<file path="src/rtl/core/rpps_pkg.sv">
// Package for the ramped PI position servo: configuration and stage beat types,
// register index codes, reset values and fixed-point constants.
// No dependencies.
package rpps_pkg;

	localparam int CfgIdxW = 3;

	localparam logic [CfgIdxW-1:0] CFG_ANGLE_OFFSET = 3'd0;
	localparam logic [CfgIdxW-1:0] CFG_P_GAIN       = 3'd1;
	localparam logic [CfgIdxW-1:0] CFG_I_GAIN       = 3'd2;
	localparam logic [CfgIdxW-1:0] CFG_PI_ENABLE    = 3'd3;
	localparam logic [CfgIdxW-1:0] CFG_PWM_LIMIT    = 3'd4;
	localparam logic [CfgIdxW-1:0] CFG_RAMP_PERIOD  = 3'd5;

	localparam logic [15:0] P_GAIN_RESET      = 16'd2048;
	localparam logic [15:0] I_GAIN_RESET      = 16'd410;
	localparam logic [6:0]  PWM_LIMIT_RESET   = 7'd60;
	localparam logic [9:0]  RAMP_PERIOD_RESET = 10'd30;

	// 0.004 / 2 in Q16.16
	localparam logic signed [8:0] INT_STEP_Q16 = 9'sd131;

	localparam logic [6:0] SETTLE_MAX         = 7'd127;
	localparam logic [6:0] DRIVE_SETTLE_TICKS = 7'd20;
	localparam logic [6:0] POS_SETTLE_TICKS   = 7'd80;
	localparam logic signed [16:0] POS_BAND   = 17'sd2;

	localparam logic signed [35:0] ONE_Q28 = 36'sd268435456;

	typedef struct packed {
		logic signed [15:0] angle_offset;
		logic [15:0]        p_gain;
		logic [15:0]        i_gain;
		logic               pi_enable;
		logic [6:0]         pwm_limit;
		logic [9:0]         ramp_period;
	} cfg_t;

	typedef struct packed {
		logic signed [16:0] err;
		logic signed [31:0] acc;
		logic signed [15:0] setpoint;
		logic               pos_settled;
	} front_beat_t;

	typedef struct packed {
		logic signed [32:0] p_prod;
		logic signed [47:0] i_prod;
		logic signed [15:0] setpoint;
		logic               pos_settled;
	} mult_beat_t;

endpackage

</file>
<file path="src/rtl/core/rpps_front.sv">
// Front end of the servo: input register, setpoint ramp, error, integral and
// position settle state, and the register that feeds the multipliers.
// Depends on rpps_pkg.
module rpps_front
	import rpps_pkg::*;
(
	input  logic               clk,
	input  logic               arst_n,
	input  cfg_t               cfg,
	input  logic               in_valid,
	output logic               in_ready,
	input  logic signed [15:0] in_meas,
	input  logic signed [15:0] in_tgt,
	input  logic               in_ramp,
	output logic               out_valid,
	input  logic               out_ready,
	output front_beat_t        out_beat
);

	logic               v_s1;
	logic signed [15:0] meas_s1;
	logic signed [15:0] tgt_s1;
	logic               ramp_s1;
	logic               v_s2;
	front_beat_t        beat_s2;

	logic signed [15:0] setpoint_q;
	logic signed [15:0] last_target_q;
	logic [9:0]         ramp_ticks_q;
	logic signed [31:0] acc_q;
	logic signed [16:0] prev_err_q;
	logic [6:0]         pos_cnt_q;

	logic               s2_free;
	logic               adv;
	logic signed [15:0] sp_base;
	logic signed [15:0] sp_step;
	logic [9:0]         ticks_next;
	logic signed [15:0] used;
	logic signed [17:0] err_raw;
	logic signed [16:0] err;
	logic signed [17:0] err_sum;
	logic signed [26:0] inc;
	logic signed [32:0] acc_sum;
	logic signed [31:0] acc_next;
	logic               err_small;
	logic signed [16:0] pos_gap;
	logic               near;
	logic [6:0]         pos_cnt_next;

	assign s2_free  = !v_s2 || out_ready;
	assign adv      = v_s1 && s2_free;
	assign in_ready = !v_s1 || adv;

	always_comb begin
		sp_base    = (tgt_s1 != last_target_q) ? meas_s1 : setpoint_q;
		sp_step    = sp_base;
		ticks_next = ramp_ticks_q;
		if (sp_base != tgt_s1) begin
			if (ramp_ticks_q >= cfg.ramp_period) begin
				sp_step    = (sp_base > tgt_s1) ? sp_base - 16'sd1 : sp_base + 16'sd1;
				ticks_next = 10'd1;
			end else begin
				ticks_next = ramp_ticks_q + 10'd1;
			end
		end
		used = ramp_s1 ? sp_step : tgt_s1;
	end

	always_comb begin
		err_raw = {{2{used[15]}}, used} + {{2{cfg.angle_offset[15]}}, cfg.angle_offset}
			- {{2{meas_s1[15]}}, meas_s1};
		if (err_raw[17] != err_raw[16]) begin
			err = err_raw[17] ? 17'sh10000 : 17'sh0FFFF;
		end else begin
			err = err_raw[16:0];
		end
		err_sum = {err[16], err} + {prev_err_q[16], prev_err_q};
		inc     = err_sum * INT_STEP_Q16;
		acc_sum = {acc_q[31], acc_q} + {{6{inc[26]}}, inc};
		if (acc_sum[32] != acc_sum[31]) begin
			acc_next = acc_sum[32] ? 32'sh80000000 : 32'sh7FFFFFFF;
		end else begin
			acc_next = acc_sum[31:0];
		end
		err_small = (err == 17'sd0) || (err == 17'sd1) || (err == -17'sd1);
		if (err_small) begin
			acc_next = 32'sd0;
		end
	end

	always_comb begin
		pos_gap = {tgt_s1[15], tgt_s1} - {meas_s1[15], meas_s1};
		near    = (pos_gap >= -POS_BAND) && (pos_gap <= POS_BAND);
		if (!near) begin
			pos_cnt_next = 7'd0;
		end else if (pos_cnt_q == SETTLE_MAX) begin
			pos_cnt_next = pos_cnt_q;
		end else begin
			pos_cnt_next = pos_cnt_q + 7'd1;
		end
	end

	always_ff @(posedge clk or negedge arst_n) begin
		if (!arst_n) begin
			v_s1          <= 1'b0;
			v_s2          <= 1'b0;
			setpoint_q    <= '0;
			last_target_q <= '0;
			ramp_ticks_q  <= '0;
			acc_q         <= '0;
			prev_err_q    <= '0;
			pos_cnt_q     <= '0;
		end else begin
			if (in_ready) begin
				v_s1 <= in_valid;
			end
			if (s2_free) begin
				v_s2 <= v_s1;
			end
			if (adv) begin
				if (ramp_s1) begin
					setpoint_q    <= sp_step;
					last_target_q <= tgt_s1;
					ramp_ticks_q  <= ticks_next;
				end
				acc_q      <= acc_next;
				prev_err_q <= err;
				pos_cnt_q  <= pos_cnt_next;
			end
		end
	end

	always_ff @(posedge clk) begin
		if (in_valid && in_ready) begin
			meas_s1 <= in_meas;
			tgt_s1  <= in_tgt;
			ramp_s1 <= in_ramp;
		end
		if (adv) begin
			beat_s2.err         <= err;
			beat_s2.acc         <= acc_q;
			beat_s2.setpoint    <= used;
			beat_s2.pos_settled <= pos_cnt_next > POS_SETTLE_TICKS;
		end
	end

	assign out_valid = v_s2;
	assign out_beat  = beat_s2;

endmodule

</file>
<file path="src/rtl/core/rpps_mult.sv">
// Multiplier stage: proportional and integral products, registered.
// Depends on rpps_pkg.
module rpps_mult
	import rpps_pkg::*;
(
	input  logic        clk,
	input  logic        arst_n,
	input  cfg_t        cfg,
	input  logic        in_valid,
	output logic        in_ready,
	input  front_beat_t in_beat,
	output logic        out_valid,
	input  logic        out_ready,
	output mult_beat_t  out_beat
);

	logic               v_s3;
	mult_beat_t         beat_s3;
	logic signed [33:0] p_full;
	logic signed [48:0] i_full;

	assign in_ready = !v_s3 || out_ready;

	assign p_full = in_beat.err * $signed({1'b0, cfg.p_gain});
	assign i_full = in_beat.acc * $signed({1'b0, cfg.i_gain});

	always_ff @(posedge clk or negedge arst_n) begin
		if (!arst_n) begin
			v_s3 <= 1'b0;
		end else if (in_ready) begin
			v_s3 <= in_valid;
		end
	end

	always_ff @(posedge clk) begin
		if (in_valid && in_ready) begin
			beat_s3.p_prod      <= p_full[32:0];
			beat_s3.i_prod      <= cfg.pi_enable ? i_full[47:0] : 48'sd0;
			beat_s3.setpoint    <= in_beat.setpoint;
			beat_s3.pos_settled <= in_beat.pos_settled;
		end
	end

	assign out_valid = v_s3;
	assign out_beat  = beat_s3;

endmodule

</file>
<file path="src/rtl/core/rpps_drive.sv">
// Drive stage: sum of terms in Q.28, clamp to the PWM limit, truncation toward
// zero, drive settle counter and the output register. Depends on rpps_pkg.
module rpps_drive
	import rpps_pkg::*;
(
	input  logic              clk,
	input  logic              arst_n,
	input  cfg_t              cfg,
	input  logic              in_valid,
	output logic              in_ready,
	input  mult_beat_t        in_beat,
	output logic              out_valid,
	input  logic              out_ready,
	output logic signed [7:0]  drive_pwm,
	output logic signed [15:0] current_setpoint,
	output logic              drive_settled,
	output logic              position_settled
);

	logic               v_q;
	logic [6:0]         drive_cnt_q;
	logic signed [7:0]  drive_q;
	logic signed [15:0] setpoint_q;
	logic               drive_settled_q;
	logic               pos_settled_q;

	logic               load;
	logic signed [49:0] total;
	logic signed [49:0] lim;
	logic signed [35:0] clamped;
	logic signed [35:0] biased;
	logic [6:0]         drive_cnt_next;

	assign in_ready = !v_q || out_ready;
	assign load     = in_valid && in_ready;

	always_comb begin
		total = {{1{in_beat.p_prod[32]}}, in_beat.p_prod, 16'd0}
			+ {{2{in_beat.i_prod[47]}}, in_beat.i_prod};
		lim   = {15'd0, cfg.pwm_limit, 28'd0};
		if (total > lim) begin
			clamped = lim[35:0];
		end else if (total < -lim) begin
			clamped = -lim[35:0];
		end else begin
			clamped = total[35:0];
		end
		biased = clamped + (clamped[35] ? (ONE_Q28 - 36'sd1) : 36'sd0);
		if (clamped >= ONE_Q28) begin
			drive_cnt_next = 7'd0;
		end else if (drive_cnt_q == SETTLE_MAX) begin
			drive_cnt_next = drive_cnt_q;
		end else begin
			drive_cnt_next = drive_cnt_q + 7'd1;
		end
	end

	always_ff @(posedge clk or negedge arst_n) begin
		if (!arst_n) begin
			v_q         <= 1'b0;
			drive_cnt_q <= '0;
		end else begin
			if (in_ready) begin
				v_q <= in_valid;
			end
			if (load) begin
				drive_cnt_q <= drive_cnt_next;
			end
		end
	end

	always_ff @(posedge clk) begin
		if (load) begin
			drive_q         <= biased[35:28];
			setpoint_q      <= in_beat.setpoint;
			drive_settled_q <= drive_cnt_next > DRIVE_SETTLE_TICKS;
			pos_settled_q   <= in_beat.pos_settled;
		end
	end

	assign out_valid        = v_q;
	assign drive_pwm        = drive_q;
	assign current_setpoint = setpoint_q;
	assign drive_settled    = drive_settled_q;
	assign position_settled = pos_settled_q;

endmodule

</file>
<file path="src/rtl/core/ramped_pi_position_servo_top.sv">
// Top level of the ramped PI position servo: configuration registers, the
// three stages and the stream ports. Depends on rpps_pkg, rpps_front,
// rpps_mult and rpps_drive.
//
// One control tick enters per beat and its result passes four registers:
// input register, error register, product register, output register. A new
// tick is taken every cycle; each stage advances when the one after it is
// empty or moving, so a stalled output stops the input only once every stage
// holds a tick. The setpoint, integral and settle state each close within a
// single stage, which sets the one-tick per cycle rate. The user must write
// configuration only while no tick is in flight; the block does not enforce it.
module ramped_pi_position_servo_top
	import rpps_pkg::*;
(
	input  logic                 clk,
	input  logic                 arst_n,
	input  logic                 cfg_wen,
	input  logic [CfgIdxW-1:0]   cfg_index,
	input  logic [15:0]          cfg_wdata,
	input  logic                 s_axis_tvalid,
	output logic                 s_axis_tready,
	input  logic [31:0]          s_axis_tdata,  // measured_position, target_angle
	input  logic                 s_axis_tuser,  // use_ramp
	output logic                 m_axis_tvalid,
	input  logic                 m_axis_tready,
	// drive_pwm, current_setpoint, drive_settled, position_settled, zero pad
	output logic [31:0]          m_axis_tdata
);

	cfg_t               cfg_q;
	logic               f_valid;
	logic               f_ready;
	front_beat_t        f_beat;
	logic               m_valid;
	logic               m_ready;
	mult_beat_t         m_beat;
	logic signed [7:0]  drive_pwm;
	logic signed [15:0] current_setpoint;
	logic               drive_settled;
	logic               position_settled;

	always_ff @(posedge clk or negedge arst_n) begin
		if (!arst_n) begin
			cfg_q.angle_offset <= '0;
			cfg_q.p_gain       <= P_GAIN_RESET;
			cfg_q.i_gain       <= I_GAIN_RESET;
			cfg_q.pi_enable    <= 1'b0;
			cfg_q.pwm_limit    <= PWM_LIMIT_RESET;
			cfg_q.ramp_period  <= RAMP_PERIOD_RESET;
		end else if (cfg_wen) begin
			case (cfg_index)
				CFG_ANGLE_OFFSET: cfg_q.angle_offset <= cfg_wdata;
				CFG_P_GAIN:       cfg_q.p_gain       <= cfg_wdata;
				CFG_I_GAIN:       cfg_q.i_gain       <= cfg_wdata;
				CFG_PI_ENABLE:    cfg_q.pi_enable    <= cfg_wdata[0];
				CFG_PWM_LIMIT:    cfg_q.pwm_limit    <= cfg_wdata[6:0];
				CFG_RAMP_PERIOD:  cfg_q.ramp_period  <= cfg_wdata[9:0];
				default: begin
				end
			endcase
		end
	end

	rpps_front u_front (
		.clk       (clk),
		.arst_n    (arst_n),
		.cfg       (cfg_q),
		.in_valid  (s_axis_tvalid),
		.in_ready  (s_axis_tready),
		.in_meas   (s_axis_tdata[15:0]),
		.in_tgt    (s_axis_tdata[31:16]),
		.in_ramp   (s_axis_tuser),
		.out_valid (f_valid),
		.out_ready (f_ready),
		.out_beat  (f_beat)
	);

	rpps_mult u_mult (
		.clk       (clk),
		.arst_n    (arst_n),
		.cfg       (cfg_q),
		.in_valid  (f_valid),
		.in_ready  (f_ready),
		.in_beat   (f_beat),
		.out_valid (m_valid),
		.out_ready (m_ready),
		.out_beat  (m_beat)
	);

	rpps_drive u_drive (
		.clk              (clk),
		.arst_n           (arst_n),
		.cfg              (cfg_q),
		.in_valid         (m_valid),
		.in_ready         (m_ready),
		.in_beat          (m_beat),
		.out_valid        (m_axis_tvalid),
		.out_ready        (m_axis_tready),
		.drive_pwm        (drive_pwm),
		.current_setpoint (current_setpoint),
		.drive_settled    (drive_settled),
		.position_settled (position_settled)
	);

	assign m_axis_tdata = {6'd0, position_settled, drive_settled, current_setpoint, drive_pwm};

`ifndef ASSERT_OFF
	a_drive_within_limit: assert property (@(posedge clk) disable iff (!arst_n)
		m_axis_tvalid |-> (drive_pwm <= $signed({1'b0, cfg_q.pwm_limit}))
			&& (drive_pwm >= -$signed({1'b0, cfg_q.pwm_limit})))
		else $error("drive beyond pwm limit");

	a_settled_drive_low: assert property (@(posedge clk) disable iff (!arst_n)
		(m_axis_tvalid && drive_settled) |-> (drive_pwm <= 8'sd0))
		else $error("drive settled flag with positive drive");

	a_front_takes_when_empty: assert property (@(posedge clk) disable iff (!arst_n)
		(!f_valid && !m_valid && !m_axis_tvalid) |=> s_axis_tready)
		else $error("front stalled with empty pipeline");
`endif

endmodule
</file>
<file path="config.mk">
export PLATFORM = sky130hd
export DESIGN_NAME = ramped_pi_position_servo_top
export DESIGN_NICKNAME = d
export VERILOG_FILES = /design/src/rtl/core/rpps_pkg.sv /design/src/rtl/core/rpps_front.sv /design/src/rtl/core/rpps_mult.sv /design/src/rtl/core/rpps_drive.sv /design/src/rtl/core/ramped_pi_position_servo_top.sv
export SDC_FILE = /design/constraint.sdc
export NUM_CORES = 2
export LEC_CHECK = 0
export BUFFER_PORTS_ARGS = -buffer_cell sky130_fd_sc_hd__clkbuf_2
export CAP_MARGIN = 20
export CORE_MARGIN = 2
export CORE_UTILIZATION = 45
export DETAILED_ROUTE_END_ITERATION = 8
export PLACE_DENSITY = 0.63
export SLEW_MARGIN = 20
export SYNTH_ARGS = -nofsm -noshare
export SYNTH_HDL_FRONTEND = slang
export SYNTH_SLANG_ARGS = --single-unit
</file>
<file path="constraint.sdc">
create_clock -name clk -period 18.8 [get_ports clk]
set_input_delay 0.94 -clock clk [delete_from_list [all_inputs] [get_ports clk]]
set_output_delay 0.94 -clock clk [all_outputs]
set_load 0.01 [all_outputs]
</file>
**Yosys cells after proc, flatten, opt, wreduce, memory -nomap -nowiden**

Index checks and enable logic that the tools add are counted.

- Output and inout bits: 34
- Flip-flop bits (word level): 398
- Logic and storage cells: 114

- Reduce and logical (&&, ||, !) cells: 25
- Order comparisons: 9
- Muxes and demuxes: 18
- Add/sub/neg operators: 14
- Multiply operators: 3
- Equal/unequal tests: 13

Operator list:

| cell | number |
|---|---|
| two-way mux 32 bit | 3 |
| two-way mux 16 bit | 5 |
| two-way mux 36 bit | 2 |
| adder 49 x 48 -> 50 bit | 1 |
| greater-than comparator 50 x 36 -> 1 bit | 1 |
| < comparator 50 bit | 1 |
| negation 35 -> 50 bit | 1 |
| multiplier 32 x 17 -> 48 bit | 1 |
| adder 36 bit | 1 |
| >= comparator 36 x 30 -> 1 bit, second input constant | 1 |
| negation 35 -> 36 bit | 1 |
| two-way mux 17 bit | 2 |
| adder 32 x 27 -> 33 bit | 1 |
| multiplier 17 x 17 -> 33 bit | 1 |
| != test 16 bit | 2 |
| two-way mux 28 bit | 1 |
| two-way mux 7 bit | 4 |
| multiplier 18 x 9 -> 27 bit, second input constant | 1 |
| adder 17 x 17 -> 18 bit | 1 |
| subtractor 17 x 16 -> 18 bit | 1 |
| adder 16 x 16 -> 17 bit | 1 |
| == test 17 x 1 -> 1 bit, second input constant | 1 |
| == test 17 x 2 -> 1 bit, second input constant | 1 |
| >= comparator 17 x 2 -> 1 bit, second input constant | 1 |
| other kinds (23) | 46 |

**Logic depth before layout (Yosys ltp)**

- Word-level depth: 17
- Mapped depth: 84
- Gate-level depth less buffers: 80

**Cells and area by module**

Synthesis repeated with hierarchy kept, for this count alone.

- Cell total of the unflattened synthesis: 5,850
- Area, all modules: 55,423.2 µm²

By module, submodules not included:

| module | instances | area each (µm²) | cells an instance |
|---|---|---|---|
| rpps_mult | 1 | 31,700.4 | 3,416 |
| rpps_front | 1 | 15,932.8 | 1,665 |
| rpps_drive | 1 | 5,161.2 | 615 |
| ramped_pi_position_servo_top | 1 | 2,628.8 | 154 |

**Worst setup path before layout**

OpenSTA, ideal clock, no wires.

- Path kind: flip-flop to flip-flop
- Start point: register u_front.tgt_s1[1]
- End point: register u_front.acc_q[11]
- Buffers on the path: 5
- Data arrival time: 17.099 ns
- Stages on the path, launching flop included: 83
- Path slack: 1.560 ns
- Cell sequence: edfxtp_1 -> xnor2_1 -> nand4_1 -> nor4_1 -> clkbuf_1 -> nand2_1 -> o21ai_0 -> ha_1 -> nor2b_1 -> o21a_1 -> o21a_1 -> o21a_1 -> o21a_1 -> o21a_1 -> o21a_1 -> o21a_1 -> o311a_1 -> fa_1 -> [47 not listed] -> inv_1 -> fa_1 -> inv_1 -> ha_1 -> a21o_1 -> a21o_1 -> a21oi_1 -> nand2_1 -> nand2_1 -> o2111ai_1 -> a31oi_1 -> o211ai_1 -> xnor2_1 -> nand3_1 -> o21a_1 -> nand3_1 -> clkbuf_1 -> o22ai_1

- Cells in the longest elaborated chain, start to end: 17
- Elaborated cells between the ends (all ways): 27
- Classes of those cells: 6 x add/sub; 1 x mul; 1 x order compare; 6 x eq/ne; 10 x mux; 3 x reduce/logical

RTL lines:

| item | line | text |
|---|---|---|
| from (decl) | rpps_front.sv:22 | `logic signed [15:0] tgt_s1;` |
| from (signal assigned) | rpps_front.sv:137 | `tgt_s1 <= in_tgt;` |
| != test 16 bit | rpps_front.sv:56 | `sp_base = (tgt_s1 != last_target_q) ? meas_s1 : setpoint_q;` |
| two-way mux 16 bit | rpps_front.sv:56 |  |
| adder 16 x 2 -> 16 bit (tied with other cells) | rpps_front.sv:61 | `sp_step = (sp_base > tgt_s1) ? sp_base - 16'sd1 : sp_base + 16'sd1;` |
| two-way mux 16 bit | rpps_front.sv:61 |  |
| two-way mux 16 bit | rpps_front.sv:60 | `if (ramp_ticks_q >= cfg.ramp_period) begin` |
| two-way mux 16 bit | rpps_front.sv:59 | `if (sp_base != tgt_s1) begin` |
| two-way mux 16 bit * | rpps_front.sv:67 | `used = ramp_s1 ? sp_step : tgt_s1;` |
| adder 16 x 16 -> 17 bit * | rpps_front.sv:71 | `err_raw = {{2{used[15]}}, used} + {{2{cfg.angle_offset[15]}}, cfg.angle_offset}` |
| [2 not listed] | n/a |  |
| two-way mux 17 bit * | rpps_front.sv:73 | `if (err_raw[17] != err_raw[16]) begin` |
| net u_front.err[2] | rpps_front.sv:41 | `logic signed [16:0] err;` |
| adder 17 x 17 -> 18 bit | rpps_front.sv:78 | `err_sum = {err[16], err} + {prev_err_q[16], prev_err_q};` |
| multiplier 18 x 9 -> 27 bit | rpps_front.sv:79 | `inc = err_sum * INT_STEP_Q16;` |
| adder 32 x 27 -> 33 bit | rpps_front.sv:80 | `acc_sum = {acc_q[31], acc_q} + {{6{inc[26]}}, inc};` |
| two-way mux 32 bit or != test 1 bit (tied branches) | rpps_front.sv:82, rpps_front.sv:81 |  |
| two-way mux 32 bit | rpps_front.sv:81 | `if (acc_sum[32] != acc_sum[31]) begin` |
| two-way mux 32 bit * | rpps_front.sv:87 | `if (err_small) begin` |
| to (signal assigned) | rpps_front.sv:127 | `acc_q <= acc_next;` |
| to (decl) | rpps_front.sv:30 | `logic signed [31:0] acc_q;` |

Mark *: on every way through the listed nets, which the timed path passes. The rest lies on a longest branch.
A chain may end at the register's enable or synchronous reset.

**Worst setup path after layout**

- Start point: register u_front.tgt_s1[1]
- End point: register u_front.acc_q[23]

Same word-level chain as after synthesis.

==> summary.txt <==
Antenna Nets Post-Route -> 0
Design Area, Final -> 57,500 sq um
Compound-cell area share of the yosys netlist -> 9.11%
Largest net degree at the start of global routing -> 78
Clock Skew -> 29.1 ps
TritonCTS Buffers -> 47
Critical Path Sink Type -> register
Layout area overhead -> 6.91%
Setup TNS -> 0 ps
Finished Core Util -> 48.6%
Post-synth EDFFs -> 223
Min Tclk post-route -> 17,370 ps
Placed Area -> 55,900 sq um
CTS H-tree lvls -> 2
Commonest cells after routing, fill and taps aside -> inv_1 (1,123), fa_1 (812), nand2_1 (696)
Hold Fails Final Rpt -> 0
Status -> finished, final reports clean
Clock tree sinks -> 398
Most used DFF post-synth -> edfxtp_1
Die span in y -> 350 um
1st-iter DRT viols -> 2,099
Slew Limit Fails -> 0
CTS Hold Bufs -> 0
Synthesized area -> 53,800 sq um
Number of core rows -> 126
RSZ-0062 raised after global routing -> no
Synth Area in Adders -> 41.5%
Critical Path Max Stage Delay -> 540 ps
I/O Buffers -> 84
Worst endpoint required time -> 19,280 ps
I/O pin total -> 91
Tcrit/Tclk final -> 92.4%
Via density -> 5.30
Avg WL per Cell -> 18.8 um
Clk root buf -> clkbuf_16
Synth Warn # -> 0
DR pass1 iterations -> 6
Vias in the first global route -> 40,500
Post-DP HPWL -> 109 mm
Residual DRC count -> 0
RePlAce Congestion -> 0.941
Synth Instances -> 5,701
First-pass GRT wire length -> 223 mm
Clock latency on the worst-skew pair -> 630 ps
Crit-path slowest cell -> fa_1
Post-synthesis xor/xnor area fraction -> 3.69%
Die area -> 122,000 sq um
Main combinational cell family by area after synthesis -> adder cells
Simple-gate share of the synthesized area -> 14.3%
Initial Util -> 45.4%
Asr flop ratio synth -> 44.0%
Worst hold slack -> 252 ps
Worst Tran Pin Value -> 1050 ps
Syn avg cell area -> 9.44 sq um
Number of max-cap violations -> 0
Die width -> 350 um
DR vias -> 38,900
CP arrival -> 17,850 ps
Gr usage total -> 23.2%
Clk pin slew, worst setup/hold paths -> 60 ps
Cell mode on critical path -> a21oi_1
#FFs+latches synth -> 398
Routed WL -> 138 mm
Final nets -> 7,043
Mux cell area share after synthesis -> 1.47%
Layout cells sized above 1 -> 5.38%
CTS tree -> yes
Final Setup Violations -> 0
Initial antenna violation count -> 13
Min-Delay Path Class -> in -> async
Most common cell after layout, fill and taps aside -> inv_1
Maximum clock insertion buffer count -> 3
Slew headroom -> 30.2%
Crit Path Category -> reg -> reg
Worst setup SP type -> register
Count of cell types in the netlist -> 84
Core Area -> 118,000 sq um
Seq/Total Area, Yosys -> 20.6%
Remaining global-route overflow -> 0
CP max FO -> 31
Peak Freq -> 0.0576 GHz
## synthesized netlist by cell type, drive strengths merged, types with 37 or more instances
cell,instances,share of area (%)
a21o,98,1.4
a21oi,203,1.9
and2,362,4.2
clkbuf,183,1.3
dfrtp,161,7.5
edfxtp,223,12
fa,812,30
ha,486,11
inv,1125,7.8
mux2,56,1.2
nand2,697,4.9
nand3,52,0.48
nor2,231,1.6
nor3,65,0.60
o21a,37,0.52
o21ai,199,1.9
o21bai,42,0.59
xnor2,155,2.5
xor2,72,1.2
## path summary, 6_finish.rpt
path,start,end,slack (ps),cells after the start
setup / recovery,u_front.tgt_s1[1],u_front.acc_q[23],1430,81
hold / removal,arst_n,u_front.pos_cnt_q[2],250,1
setup reg to reg,u_front.tgt_s1[1],u_front.acc_q[23],1430,81
hold reg to reg,u_mult.out_beat[7],u_drive.current_setpoint[6],420,0
max in group asynchronous,arst_n,cfg_q[30],17160,2
min in group clk,u_mult.out_beat[7],u_drive.current_setpoint[6],420,0
## worst max-delay path, delay by kind of cell, from the launching register on
kind | cells | cell delay, ps
buffers and inverters | 5 | 610
AO/OA/AOI/OAI | 45 | 8440
AND/OR/NAND/NOR | 13 | 1750
adder cells (fa/ha/maj) | 13 | 4960
XOR/XNOR | 5 | 970
flip-flops | 1 | 480
## layer usage
layer	up-vias	routed length (um)	global-route usage (%)
li1	18100	-	-
met5	-	99	0
met4	16	2920	5.24
met1	19500	59300	30.9
met2	1099	66500	39.4
met3	223	9040	3.97
## what timing repair did
action | CTS | global route
endpoints found under the setup margin | 0 | 31
buffers inserted | 0 | 0
gates resized for setup | 0 | 9
## final cells by class
| type | count | area (sq um) |
|---|---|---|
| Antenna cell | 3 | 7.51 |
| Fill cell | 11100 | 60900 |
| Inverter | 1125 | 4230 |
| Clock buffer | 62 | 1250 |
| Sequential cell | 398 | 11100 |
| Tap cell | 1600 | 2000 |
| Multi-Input combinational cell | 3988 | 37900 |
| Clock inverter | 26 | 325 |
| Timing Repair Buffer | 128 | 763 |
## flip-flops by register name, summed over array words and instances, names as in the netlist, 17 cells and up
name	count
u_front.out_beat	66
u_front.prev_err_q	17
u_mult.out_beat	98
u_front.acc_q	32
cfg_q	66
## per-stage QoR
step,worst slack (ps),instances
finish,1430,7330
global placement,688,7239
global route,48.6,7327
detailed placement,306,7239
floorplan,1560,5706
CTS,218,7327
## cells by family after synthesis
family,count (synthesis)
xor gates and xnor gates,227
adders and majority gates,1298
buffers and inverters,1320
muxes,72
and+or+nand+nor,1610
other,1
DFF,398
AOI/OAI and AO/OA,775
Power is not shown: default switching activity piles up to over one toggle a cycle in this logic, so the estimate is an artifact.
